[src/rtl/core/interlaced_two_bit_rle_subtitle_decoder_defines.svh]
// assertion macros for the subtitle decoder rtl, used by the decode sequencer
// expects clk and arst_n in the module that uses them
`ifndef INTERLACED_TWO_BIT_RLE_SUBTITLE_DECODER_DEFINES_SVH
`define INTERLACED_TWO_BIT_RLE_SUBTITLE_DECODER_DEFINES_SVH

// same-cycle implication, idle during reset
`define ISRD_ASSERT_IMPLY(name, ante, cons, msg) \
	name: assert property (@(posedge clk) disable iff (!arst_n) (ante) |-> (cons)) \
		else $error(msg);

// next-cycle implication, idle during reset
`define ISRD_ASSERT_NEXT(name, ante, cons, msg) \
	name: assert property (@(posedge clk) disable iff (!arst_n) (ante) |=> (cons)) \
		else $error(msg);

`endif

[src/rtl/core/isrd_pkg.sv]
// shared types, constants and helpers of the subtitle rle decoder
// no dependencies
package isrd_pkg;

	localparam int DIM_BITS        = 10;
	localparam int OFFSET_BITS     = 16;
	localparam int CFG_DATA_BITS   = (OFFSET_BITS > DIM_BITS) ? OFFSET_BITS : DIM_BITS;
	localparam int CFG_INDEX_BITS  = 2;
	localparam int BYTE_BITS       = 8;
	localparam int FIELD_BITS      = 2;
	localparam int FIELDS_PER_BYTE = 4;
	localparam int FIELD_IDX_BITS  = $clog2(FIELDS_PER_BYTE);
	localparam int FLD_BITS        = $clog2(FIELDS_PER_BYTE + 1);
	localparam int QUEUE_PTR_BITS  = 2;
	localparam int QUEUE_DEPTH     = 1 << QUEUE_PTR_BITS;

	localparam logic [FLD_BITS-1:0] LAST_FIELD = FLD_BITS'(FIELDS_PER_BYTE - 1);

	typedef enum logic [CFG_INDEX_BITS-1:0] {
		REG_IMAGE_WIDTH,
		REG_IMAGE_HEIGHT,
		REG_ODD_FIELD_START,
		REG_DATA_LENGTH
	} cfg_reg_t;

	typedef logic [FIELD_BITS-1:0] field_t;

	typedef struct packed {
		logic [DIM_BITS-1:0]    image_width;
		logic [DIM_BITS-1:0]    image_height;
		logic [OFFSET_BITS-1:0] odd_field_start;
		logic [OFFSET_BITS-1:0] data_length;
	} cfg_t;

	typedef struct packed {
		logic [BYTE_BITS-1:0] data_byte;
		logic                 first_byte;
	} in_item_t;

	typedef struct packed {
		logic [FIELD_BITS-1:0] pixel_index;
		logic [DIM_BITS-1:0]   pixel_row;
		logic [DIM_BITS-1:0]   pixel_column;
		logic                  end_of_image;
		logic                  decode_error;
		logic                  last_of_item;
	} out_item_t;

	// byte split into its fields, high pair at index 0
	typedef struct packed {
		logic [FIELDS_PER_BYTE-1:0][FIELD_BITS-1:0] fields;
		logic                                       restart;
	} q_entry_t;

	function automatic field_t field_of(logic [BYTE_BITS-1:0] b,
			logic [FIELD_IDX_BITS-1:0] k);
		logic [BYTE_BITS-1:0] sh;
		sh = b >> (FIELD_BITS * (FIELDS_PER_BYTE - 1 - int'(k)));
		return sh[FIELD_BITS-1:0];
	endfunction

endpackage

[src/rtl/core/interlaced_two_bit_rle_subtitle_decoder.sv]
// top level of the interlaced two-bit rle subtitle decoder: config registers,
// byte queue front end and decode sequencer; depends on isrd_pkg, isrd_front, isrd_decode
//
//   channel | handshake                 | payload
//   --------+---------------------------+----------------------------------
//   in      | in_valid / in_stall       | in_item  (data byte, first flag)
//   out     | out_valid / out_stall     | out_item (one pixel or error)
//   cfg     | cfg_we                    | cfg_index, cfg_data
//
// at most one result per cycle while out_stall is low; the sequencer finishes a byte before taking the next
// a byte ending on a zero field takes the run count of that field from the next byte
// that rate is set by the single decode step per cycle of the decode sequencer when it is not stalled
// reset clears the config and leaves the decoder idle until a first byte arrives
// out_stall freezes a waiting result and the sequencer; the four-byte queue takes input until full
module interlaced_two_bit_rle_subtitle_decoder (
	input  logic                                   clk,
	input  logic                                   arst_n,
	input  logic                                   in_valid,
	output logic                                   in_stall,
	input  isrd_pkg::in_item_t                     in_item,
	output logic                                   out_valid,
	input  logic                                   out_stall,
	output isrd_pkg::out_item_t                    out_item,
	input  logic                                   cfg_we,
	input  logic [isrd_pkg::CFG_INDEX_BITS-1:0]    cfg_index,
	input  logic [isrd_pkg::CFG_DATA_BITS-1:0]     cfg_data
);
	import isrd_pkg::*;

	cfg_t     cfg_q;
	logic     q_valid, q_take;
	q_entry_t q_entry;

	always_ff @(posedge clk or negedge arst_n) begin
		if (!arst_n) begin
			cfg_q <= '0;
		end else if (cfg_we) begin
			case (cfg_reg_t'(cfg_index))
				REG_IMAGE_WIDTH:     cfg_q.image_width     <= cfg_data[DIM_BITS-1:0];
				REG_IMAGE_HEIGHT:    cfg_q.image_height    <= cfg_data[DIM_BITS-1:0];
				REG_ODD_FIELD_START: cfg_q.odd_field_start <= cfg_data[OFFSET_BITS-1:0];
				REG_DATA_LENGTH:     cfg_q.data_length     <= cfg_data[OFFSET_BITS-1:0];
				default: ;
			endcase
		end
	end

	isrd_front u_front (
		.clk      (clk),
		.arst_n   (arst_n),
		.in_valid (in_valid),
		.in_stall (in_stall),
		.in_item  (in_item),
		.q_valid  (q_valid),
		.q_take   (q_take),
		.q_entry  (q_entry)
	);

	isrd_decode u_decode (
		.clk       (clk),
		.arst_n    (arst_n),
		.cfg       (cfg_q),
		.q_valid   (q_valid),
		.q_take    (q_take),
		.q_entry   (q_entry),
		.out_valid (out_valid),
		.out_stall (out_stall),
		.out_item  (out_item)
	);

endmodule

[src/rtl/core/isrd_front.sv]
// input side: takes bytes, splits them into fields and queues them
// depends on isrd_pkg
module isrd_front (
	input  logic               clk,
	input  logic               arst_n,
	input  logic               in_valid,
	output logic               in_stall,
	input  isrd_pkg::in_item_t in_item,
	output logic               q_valid,
	input  logic               q_take,
	output isrd_pkg::q_entry_t q_entry
);
	import isrd_pkg::*;

	q_entry_t                  slot_q [QUEUE_DEPTH];
	q_entry_t                  entry_c;
	logic [QUEUE_PTR_BITS-1:0] wr_ptr_q, rd_ptr_q;
	logic [QUEUE_PTR_BITS:0]   count_q;
	logic                      push, pop;

	always_comb begin
		for (int k = 0; k < FIELDS_PER_BYTE; k++) begin
			entry_c.fields[k] = field_of(in_item.data_byte, FIELD_IDX_BITS'(k));
		end
		entry_c.restart = in_item.first_byte;
	end

	assign in_stall = (count_q == (QUEUE_PTR_BITS + 1)'(QUEUE_DEPTH));
	assign q_valid  = (count_q != '0);
	assign q_entry  = slot_q[rd_ptr_q];
	assign push     = in_valid && !in_stall;
	assign pop      = q_valid && q_take;

	always_ff @(posedge clk or negedge arst_n) begin
		if (!arst_n) begin
			wr_ptr_q <= '0;
			rd_ptr_q <= '0;
			count_q  <= '0;
		end else begin
			if (push) wr_ptr_q <= wr_ptr_q + 1'b1;
			if (pop) rd_ptr_q <= rd_ptr_q + 1'b1;
			case ({push, pop})
				2'b10: count_q <= count_q + 1'b1;
				2'b01: count_q <= count_q - 1'b1;
				default: ;
			endcase
		end
	end

	always_ff @(posedge clk) begin
		if (push) slot_q[wr_ptr_q] <= entry_c;
	end

endmodule

[src/rtl/core/isrd_decode.sv]
// decode sequencer: one rle step per cycle unless stalled, at most one pixel per step, output register
// depends on isrd_pkg and the assertion macro header
`include "interlaced_two_bit_rle_subtitle_decoder_defines.svh"

module isrd_decode (
	input  logic                clk,
	input  logic                arst_n,
	input  isrd_pkg::cfg_t      cfg,
	input  logic                q_valid,
	output logic                q_take,
	input  isrd_pkg::q_entry_t  q_entry,
	output logic                out_valid,
	input  logic                out_stall,
	output isrd_pkg::out_item_t out_item
);
	import isrd_pkg::*;

	// per-byte sequencer state
	logic                                       busy_q, perr_q, live_q;
	logic [FLD_BITS-1:0]                        fld_q;
	logic [FIELDS_PER_BYTE-1:0][FIELD_BITS-1:0] fields_q;
	// decoding state kept across bytes
	logic [OFFSET_BITS-1:0]                     pos_q;
	logic [DIM_BITS-1:0]                        row_q, col_q;
	logic                                       odd_q, aw_q, fin_q;
	logic [FIELD_BITS-1:0]                      zp_q;
	// output register
	logic                                       out_valid_q;
	out_item_t                                  out_q;

	logic                                       ready_adv, start, go, run;
	logic [FIELDS_PER_BYTE-1:0][FIELD_BITS-1:0] fields_c;
	logic [FLD_BITS-1:0]                        fld_c, fld_a, fld_n;
	logic                                       live_c, perr_c, live_n, perr_n;
	logic [OFFSET_BITS-1:0]                     pos_c, pos_n;
	logic [DIM_BITS-1:0]                        row_c, col_c, row_n, col_n;
	logic                                       odd_c, aw_c, fin_c, odd_n, aw_n, fin_n;
	logic [FIELD_BITS-1:0]                      zp_c, zp_n, f_a, f_b, color;
	logic [OFFSET_BITS:0]                       pos_inc;
	logic [DIM_BITS:0]                          col_inc, nr;
	logic                                       adv_ok, row_end, eoi_c;
	logic                                       pix, is_err, done, silent, emit, busy_n;
	out_item_t                                  out_n;

	always_comb begin
		ready_adv = !out_valid_q || !out_stall;
		start     = !busy_q && q_valid;
		go        = ready_adv && (busy_q || q_valid);
		q_take    = !busy_q && ready_adv;

		fields_c = busy_q ? fields_q : q_entry.fields;
		fld_c    = busy_q ? fld_q : '0;
		live_c   = busy_q ? live_q : 1'b1;
		perr_c   = busy_q && perr_q;
		pos_c    = pos_q;
		row_c    = row_q;
		col_c    = col_q;
		odd_c    = odd_q;
		zp_c     = zp_q;
		aw_c     = aw_q;
		fin_c    = fin_q;
		run      = busy_q;

		// classify the byte at the head of the queue
		if (start) begin
			if (q_entry.restart) begin
				pos_c = '0;
				row_c = '0;
				col_c = '0;
				odd_c = 1'b0;
				zp_c  = '0;
				aw_c  = 1'b0;
				run   = (cfg.image_width != '0) && (cfg.image_height != '0);
				fin_c = !run;
			end else if (fin_q) begin
				run = 1'b0;
			end else if (odd_q && (pos_q < cfg.odd_field_start)) begin
				// byte before the odd field data: dropped
				pos_c = pos_q + 1'b1;
				run   = 1'b0;
			end else begin
				run = 1'b1;
			end
		end

		pos_inc = {1'b0, pos_c} + (OFFSET_BITS + 1)'(1);
		adv_ok  = pos_inc < {1'b0, cfg.data_length};
		fld_a   = fld_c + 1'b1;
		f_a     = fields_c[fld_c[FIELD_IDX_BITS-1:0]];
		f_b     = fields_c[fld_a[FIELD_IDX_BITS-1:0]];
		col_inc = {1'b0, col_c} + (DIM_BITS + 1)'(1);
		nr      = {1'b0, row_c} + (DIM_BITS + 1)'(2);
		row_end = col_inc >= {1'b0, cfg.image_width};
		eoi_c   = row_end && (nr >= {1'b0, cfg.image_height})
			&& (odd_c || (cfg.image_height <= DIM_BITS'(1)));

		pos_n  = pos_c;
		row_n  = row_c;
		col_n  = col_c;
		odd_n  = odd_c;
		zp_n   = zp_c;
		aw_n   = aw_c;
		fin_n  = fin_c;
		fld_n  = fld_c;
		live_n = live_c;
		perr_n = perr_c;
		color  = '0;
		pix    = 1'b0;
		is_err = 1'b0;
		done   = 1'b0;
		silent = 1'b0;

		if (run) begin
			if (perr_c) begin
				is_err = 1'b1;
			end else if (zp_c != '0) begin
				zp_n = zp_c - 1'b1;
				pix  = 1'b1;
			end else if (!live_c) begin
				done = 1'b1;
			end else if (aw_c) begin
				// count field of a run opened in the previous byte
				zp_n  = f_a;
				fld_n = fld_a;
				aw_n  = 1'b0;
				pix   = 1'b1;
			end else begin
				color = f_a;
				fld_n = fld_a;
				if (fld_c == LAST_FIELD) begin
					if (!adv_ok) begin
						is_err = 1'b1;
					end else begin
						pos_n  = pos_inc[OFFSET_BITS-1:0];
						live_n = 1'b0;
					end
				end
				if (!is_err) begin
					if (f_a == '0) begin
						if (!live_n) begin
							// count sits in the next byte
							aw_n = 1'b1;
							done = 1'b1;
						end else begin
							zp_n  = f_b;
							fld_n = fld_c + FLD_BITS'(2);
							if (fld_c == LAST_FIELD - 1'b1) begin
								if (!adv_ok) begin
									is_err = 1'b1;
								end else begin
									pos_n  = pos_inc[OFFSET_BITS-1:0];
									live_n = 1'b0;
								end
							end
							pix = !is_err;
						end
					end else begin
						pix = 1'b1;
					end
				end
			end

			if (pix) begin
				if (!row_end) begin
					col_n = col_inc[DIM_BITS-1:0];
				end else begin
					col_n = '0;
					// skip the rest of the byte at row end
					if (live_n) begin
						if (!adv_ok) begin
							perr_n = 1'b1;
						end else begin
							pos_n  = pos_inc[OFFSET_BITS-1:0];
							live_n = 1'b0;
						end
					end
					if (!perr_n) begin
						if (eoi_c) begin
							fin_n = 1'b1;
							zp_n  = '0;
							done  = 1'b1;
						end else if (nr >= {1'b0, cfg.image_height}) begin
							odd_n  = 1'b1;
							row_n  = DIM_BITS'(1);
							live_n = 1'b0;
						end else begin
							row_n = nr[DIM_BITS-1:0];
						end
					end
				end
				// look one step ahead to mark the last pixel of the byte
				if (!done && !perr_n) begin
					if ((zp_n == '0) && !live_n) begin
						done = 1'b1;
					end else if ((zp_n == '0) && !aw_n && (fld_n == LAST_FIELD)
							&& (fields_c[FIELDS_PER_BYTE-1] == '0) && adv_ok) begin
						silent = 1'b1;
					end
				end
			end

			if (is_err) begin
				fin_n  = 1'b1;
				zp_n   = '0;
				aw_n   = 1'b0;
				perr_n = 1'b0;
				done   = 1'b1;
			end
		end

		emit   = pix || is_err;
		busy_n = run && !done;

		out_n.pixel_index  = is_err ? '0 : color;
		out_n.pixel_row    = is_err ? '0 : row_c;
		out_n.pixel_column = is_err ? '0 : col_c;
		out_n.end_of_image = !is_err && eoi_c;
		out_n.decode_error = is_err;
		out_n.last_of_item = is_err || done || silent;
	end

	always_ff @(posedge clk or negedge arst_n) begin
		if (!arst_n) begin
			busy_q      <= 1'b0;
			perr_q      <= 1'b0;
			live_q      <= 1'b0;
			fld_q       <= '0;
			pos_q       <= '0;
			row_q       <= '0;
			col_q       <= '0;
			odd_q       <= 1'b0;
			zp_q        <= '0;
			aw_q        <= 1'b0;
			fin_q       <= 1'b1;
			out_valid_q <= 1'b0;
		end else begin
			if (go) begin
				busy_q <= busy_n;
				perr_q <= perr_n;
				live_q <= live_n;
				fld_q  <= fld_n;
				pos_q  <= pos_n;
				row_q  <= row_n;
				col_q  <= col_n;
				odd_q  <= odd_n;
				zp_q   <= zp_n;
				aw_q   <= aw_n;
				fin_q  <= fin_n;
			end
			if (ready_adv) out_valid_q <= go && emit;
		end
	end

	always_ff @(posedge clk) begin
		if (go && start) fields_q <= q_entry.fields;
		if (ready_adv) out_q <= out_n;
	end

	assign out_valid = out_valid_q;
	assign out_item  = out_q;

	`ISRD_ASSERT_IMPLY(a_err_is_last, out_valid_q && out_q.decode_error, out_q.last_of_item, "error result not last of its byte")
	`ISRD_ASSERT_IMPLY(a_err_blank, out_valid_q && out_q.decode_error, (out_q.pixel_index == '0) && !out_q.end_of_image && (out_q.pixel_row == '0) && (out_q.pixel_column == '0), "error result carries pixel data")
	`ISRD_ASSERT_IMPLY(a_busy_has_work, busy_q, (zp_q != '0) || live_q || perr_q, "sequencer busy with nothing left to do")
	`ISRD_ASSERT_IMPLY(a_fld_range, busy_q, fld_q <= FLD_BITS'(FIELDS_PER_BYTE), "field counter past end of byte")
	`ISRD_ASSERT_NEXT(a_perr_flush, busy_q && perr_q && !out_valid_q, out_valid_q && out_q.decode_error, "pending overrun not reported")

endmodule
[config.mk]
export PLATFORM = sky130hd
export DESIGN_NAME = interlaced_two_bit_rle_subtitle_decoder
export DESIGN_NICKNAME = d
export VERILOG_FILES = /design/src/rtl/core/isrd_pkg.sv /design/src/rtl/core/interlaced_two_bit_rle_subtitle_decoder.sv /design/src/rtl/core/isrd_front.sv /design/src/rtl/core/isrd_decode.sv
export VERILOG_INCLUDE_DIRS = /design/src /design/src/rtl/core
export SDC_FILE = /design/constraint.sdc
export NUM_CORES = 1
export LEC_CHECK = 0
export BUFFER_PORTS_ARGS = -buffer_cell sky130_fd_sc_hd__buf_2
export CAP_MARGIN = 40
export CELL_PAD_IN_SITES_DETAIL_PLACEMENT = 2
export CELL_PAD_IN_SITES_GLOBAL_PLACEMENT = 2
export CORE_MARGIN = 5
export CORE_UTILIZATION = 25
export CTS_CLUSTER_SIZE = 25
export DETAILED_ROUTE_END_ITERATION = 10
export PLACE_DENSITY_LB_ADDON = 0.1
export SETUP_SLACK_MARGIN = 0.5
export SLEW_MARGIN = 20
export SYNTH_ARGS = -nofsm -noshare
export SYNTH_HDL_FRONTEND = slang
export SYNTH_SLANG_ARGS = --single-unit
[constraint.sdc]
create_clock -name clk -period 5.5 [get_ports clk]
set_input_delay 0.275 -clock clk [delete_from_list [all_inputs] [get_ports clk]]
set_output_delay 0.275 -clock clk [all_outputs]
set_load 0.01 [all_outputs]
==> impl_metrics.json <==
{
  "status": "finished, violations left",
  "min_path_type": "primary input to flop",
  "drt_wl_total_um": 38800,
  "final_core_util_pct": 34.3,
  "ys.flop_type": "dfrtp_1",
  "dieHeight_um": 215,
  "grt_pass1_wl_um": 59600,
  "cp-start-kind": "flop",
  "worst_slew_margin_rel_pct": 43.7,
  "fin_ws_ns": -0.298,
  "clock_skew_ns": 0.0187,
  "crit_path_frequent_cell": "buf_4",
  "grt_pass1_vias": 9872,
  "synth-seq-cells": 176,
  "start_util_pct": 25.1,
  "stdcell_count": 1814,
  "most-common-layout-cells": "158 x buf_4, 106 x dfrtp_1, 103 x nand2_1",
  "yosysSeqAreaShare_pct": 45.3,
  "setup_viol": 67,
  "seqCellArea_um2": 4750,
  "path_depth": 25,
  "drive_gt1_share_pct": 35.1,
  "synth_top_family_by_area": "simple AND/OR/NAND/NOR gates",
  "violations": "negative setup slack",
  "synth_simple_gate_area_share_pct": 17.5,
  "io_buffers": 58,
  "leakagePower_nw": 6.11,
  "final_common_cell": "buf_4",
  "path_class": "flop to flop",
  "antenna_left": 0,
  "grt_max_degree": 47,
  "rsz0062_at_grt": "true",
  "overflow": 0,
  "crit_slowest_cell": "or3_4",
  "fillCellCount": 4513,
  "place_congestion": 0.789,
  "maxCapViolCount": 0,
  "end_kind": "flop",
  "cts.sinks": 176,
  "worst_slew_pin_slew_ns": 0.835,
  "synthesis.nets": 1134,
  "root_buffer": "clkbuf_16",
  "hold-worst-slack_ns": 0.0413,
  "die-area_um2": 46200,
  "synthAdderAreaFrac_pct": 7.58,
  "numCtsBuffers": 17,
  "h-tree-depth": 4,
  "drv_slew": 0,
  "synth_cell_types": 71,
  "hpwl_um": 29600,
  "critPathArrivalTime_ns": 6.23,
  "wire_per_inst_um": 21.4,
  "io_pins": 59,
  "critPathTopFamily": "simple AND/OR/NAND/NOR gates",
  "period_share_pct": 105,
  "cp_max_fo": 9,
  "worst_skew_pair.late_latency_ns": 0.50,
  "fin_nets": 1357,
  "r2r_cells": 25,
  "fin_crit_ns": 5.80,
  "hold_depth": 2,
  "num_antenna_cells": 0,
  "grtUsageTotal_pct": 17.0,
  "syn_area_per_cell_um2": 10.1,
  "synth.mux.area_fraction_pct": 7.95,
  "power_density_nw_per_um2": 429,
  "coreArea_um2": 41800,
  "netlist_area_um2": 10500,
  "cts_max_path_buffers": 2,
  "dr.pass1.iters": 4,
  "drt_iter0_drc": 268,
  "cts_tree": "built",
  "synthXorXnorAreaFrac_pct": 4.76,
  "multi_input_area_um2": 6190,
  "vias": 8902,
  "antenna_found_initial": 0,
  "rows": 75,
  "fmax_ghz": 0.172,
  "synth_edf_count": 69,
  "synth_compound_area_share_pct": 12.7,
  "yosys_warnings": 0,
  "critPathMaxStageDelay_ns": 0.42,
  "die_w_um": 215,
  "finalHoldViolations": 0,
  "dp.cells": 1737,
  "critPathBufInv": 7,
  "route.detailed.drc": 0,
  "area_growth_pct": 36.7,
  "async_flop_share_pct": 60.8,
  "clkTransAtPathRegs_ns": 0.08,
  "vias_per_cell": 4.91,
  "ir_drop_v": 0.000242,
  "crit_required_ns": 5.93,
  "netlist_instances": 1039
}
[area by class of cell]
| type | count | share of cell area (%) |
|---|---|---|
| multi-input cells | 749 | 43.2 |
| flip-flops and latches | 176 | 33.1 |
| well taps | 539 | 4.70 |
| inverters | 70 | 1.83 |
| repair buffers | 248 | 13.0 |
| clock buffers | 17 | 2.97 |
| clock inverters | 15 | 1.24 |
[layer usage]
metal | global-route usage (%) | vias to the layer above | share of wire, %
li1 | - | 4250 | -
met1 | 20.5 | 4513 | 43
met2 | 30.2 | 96 | 53
met3 | 3.39 | 43 | 2.5
met4 | 5.43 | 0 | 2.4
met5 | 0 | - | 0
[cell usage after synthesis, drive strengths merged (9+ instances only)]
cell / n / area, um^2
a21oi: 42 / 221
and2: 18 / 113
and3: 25 / 156
buf: 10 / 51.3
clkbuf: 35 / 131
dfrtp: 106 / 2650
edfxtp: 69 / 2070
ha: 62 / 776
inv: 70 / 263
mux2: 43 / 484
mux4: 12 / 270
nand2: 110 / 413
nand3: 40 / 200
nand4: 20 / 138
nor2: 64 / 240
nor3: 34 / 175
nor4: 13 / 81.3
o211ai: 12 / 90.1
o21ai: 55 / 275
or3: 9 / 56.3
xnor2: 36 / 315
xor2: 21 / 184
[repair_timing]
item	CTS	global route
setup endpoints to repair	71	71
hold buffers	14	0
resized for setup	80	40
pin swaps	20	28
cloned	1	0
buffers inserted	15	14
endpoints found under the hold margin	84	0
[state kept, by name, summed over array words and instances, names as in the netlist, 2 cells and up]
name and count:
u_decode.out_item 25, u_front.wr_ptr_q 2, u_decode.col_q 10, u_front.count_q 3, u_decode.row_q 10, u_decode.fields_q 8, u_decode.fld_q 3, u_front.slot_q 36
u_front.rd_ptr_q 2, u_decode.pos_q 16, u_decode.zp_q 2, cfg_q 52
[logic make-up (layout without fill, tap and decap cells)]
| logic type | Yosys count | count (layout) |
|---|---|---|
| AND/OR/NAND/NOR | 369 | 369 |
| multiplexers | 63 | 63 |
| buffers and inverters | 115 | 350 |
| AO/OA/AOI/OAI | 196 | 197 |
| adder cells (fa/ha/maj) | 63 | 63 |
| flip-flops | 176 | 176 |
| XOR/XNOR | 57 | 57 |
[where the power goes]
group          internal (mW)  total (mW)  leakage, nW  switching [mW]
sequential              1.72        1.92         2.00           0.195
combinational           1.17        2.98         3.82            1.81
clock                  0.615        1.27        0.291           0.652
total                   3.50        6.16         6.11            2.65
[worst register-to-register path: cells and delay by family, from the launching register on]
| family | cells | cell delay (ns) |
|---|---|---|
| simple gates | 9 | 2.21 |
| compound gates | 5 | 1.18 |
| buf+inv | 7 | 1.11 |
| fa+ha+maj | 2 | 0.50 |
| flops | 1 | 0.40 |
| xor+xnor | 2 | 0.35 |
[metrics by stage]
step,worst slack (ns),setup TNS (ns),area [um^2],total power [mW]
floorplan,-0.0728,-1.48,10900,3.55
detailed placement,-0.773,-41.54,12800,4.73
finish,-0.298,-13.58,14300,6.16
global placement,-0.706,-35.12,12700,4.65
CTS,-0.315,-14.44,14000,6.16
global route,-0.606,-35.11,14300,6.60
[final timing paths]
check,start,to,slack [ns]
max reg2reg,cfg_q[17],u_decode.col_q[3],-0.30
max,cfg_q[17],u_decode.col_q[3],-0.30
min reg2reg,cfg_q[37],cfg_q[37],0.51
min in group asynchronous,arst_n,u_decode.col_q[2],0.38
min,cfg_data[15],cfg_q[15],0.04
max in group asynchronous,arst_n,cfg_q[25],4.04
No activity file was read; power rests on OpenSTA's default activity.
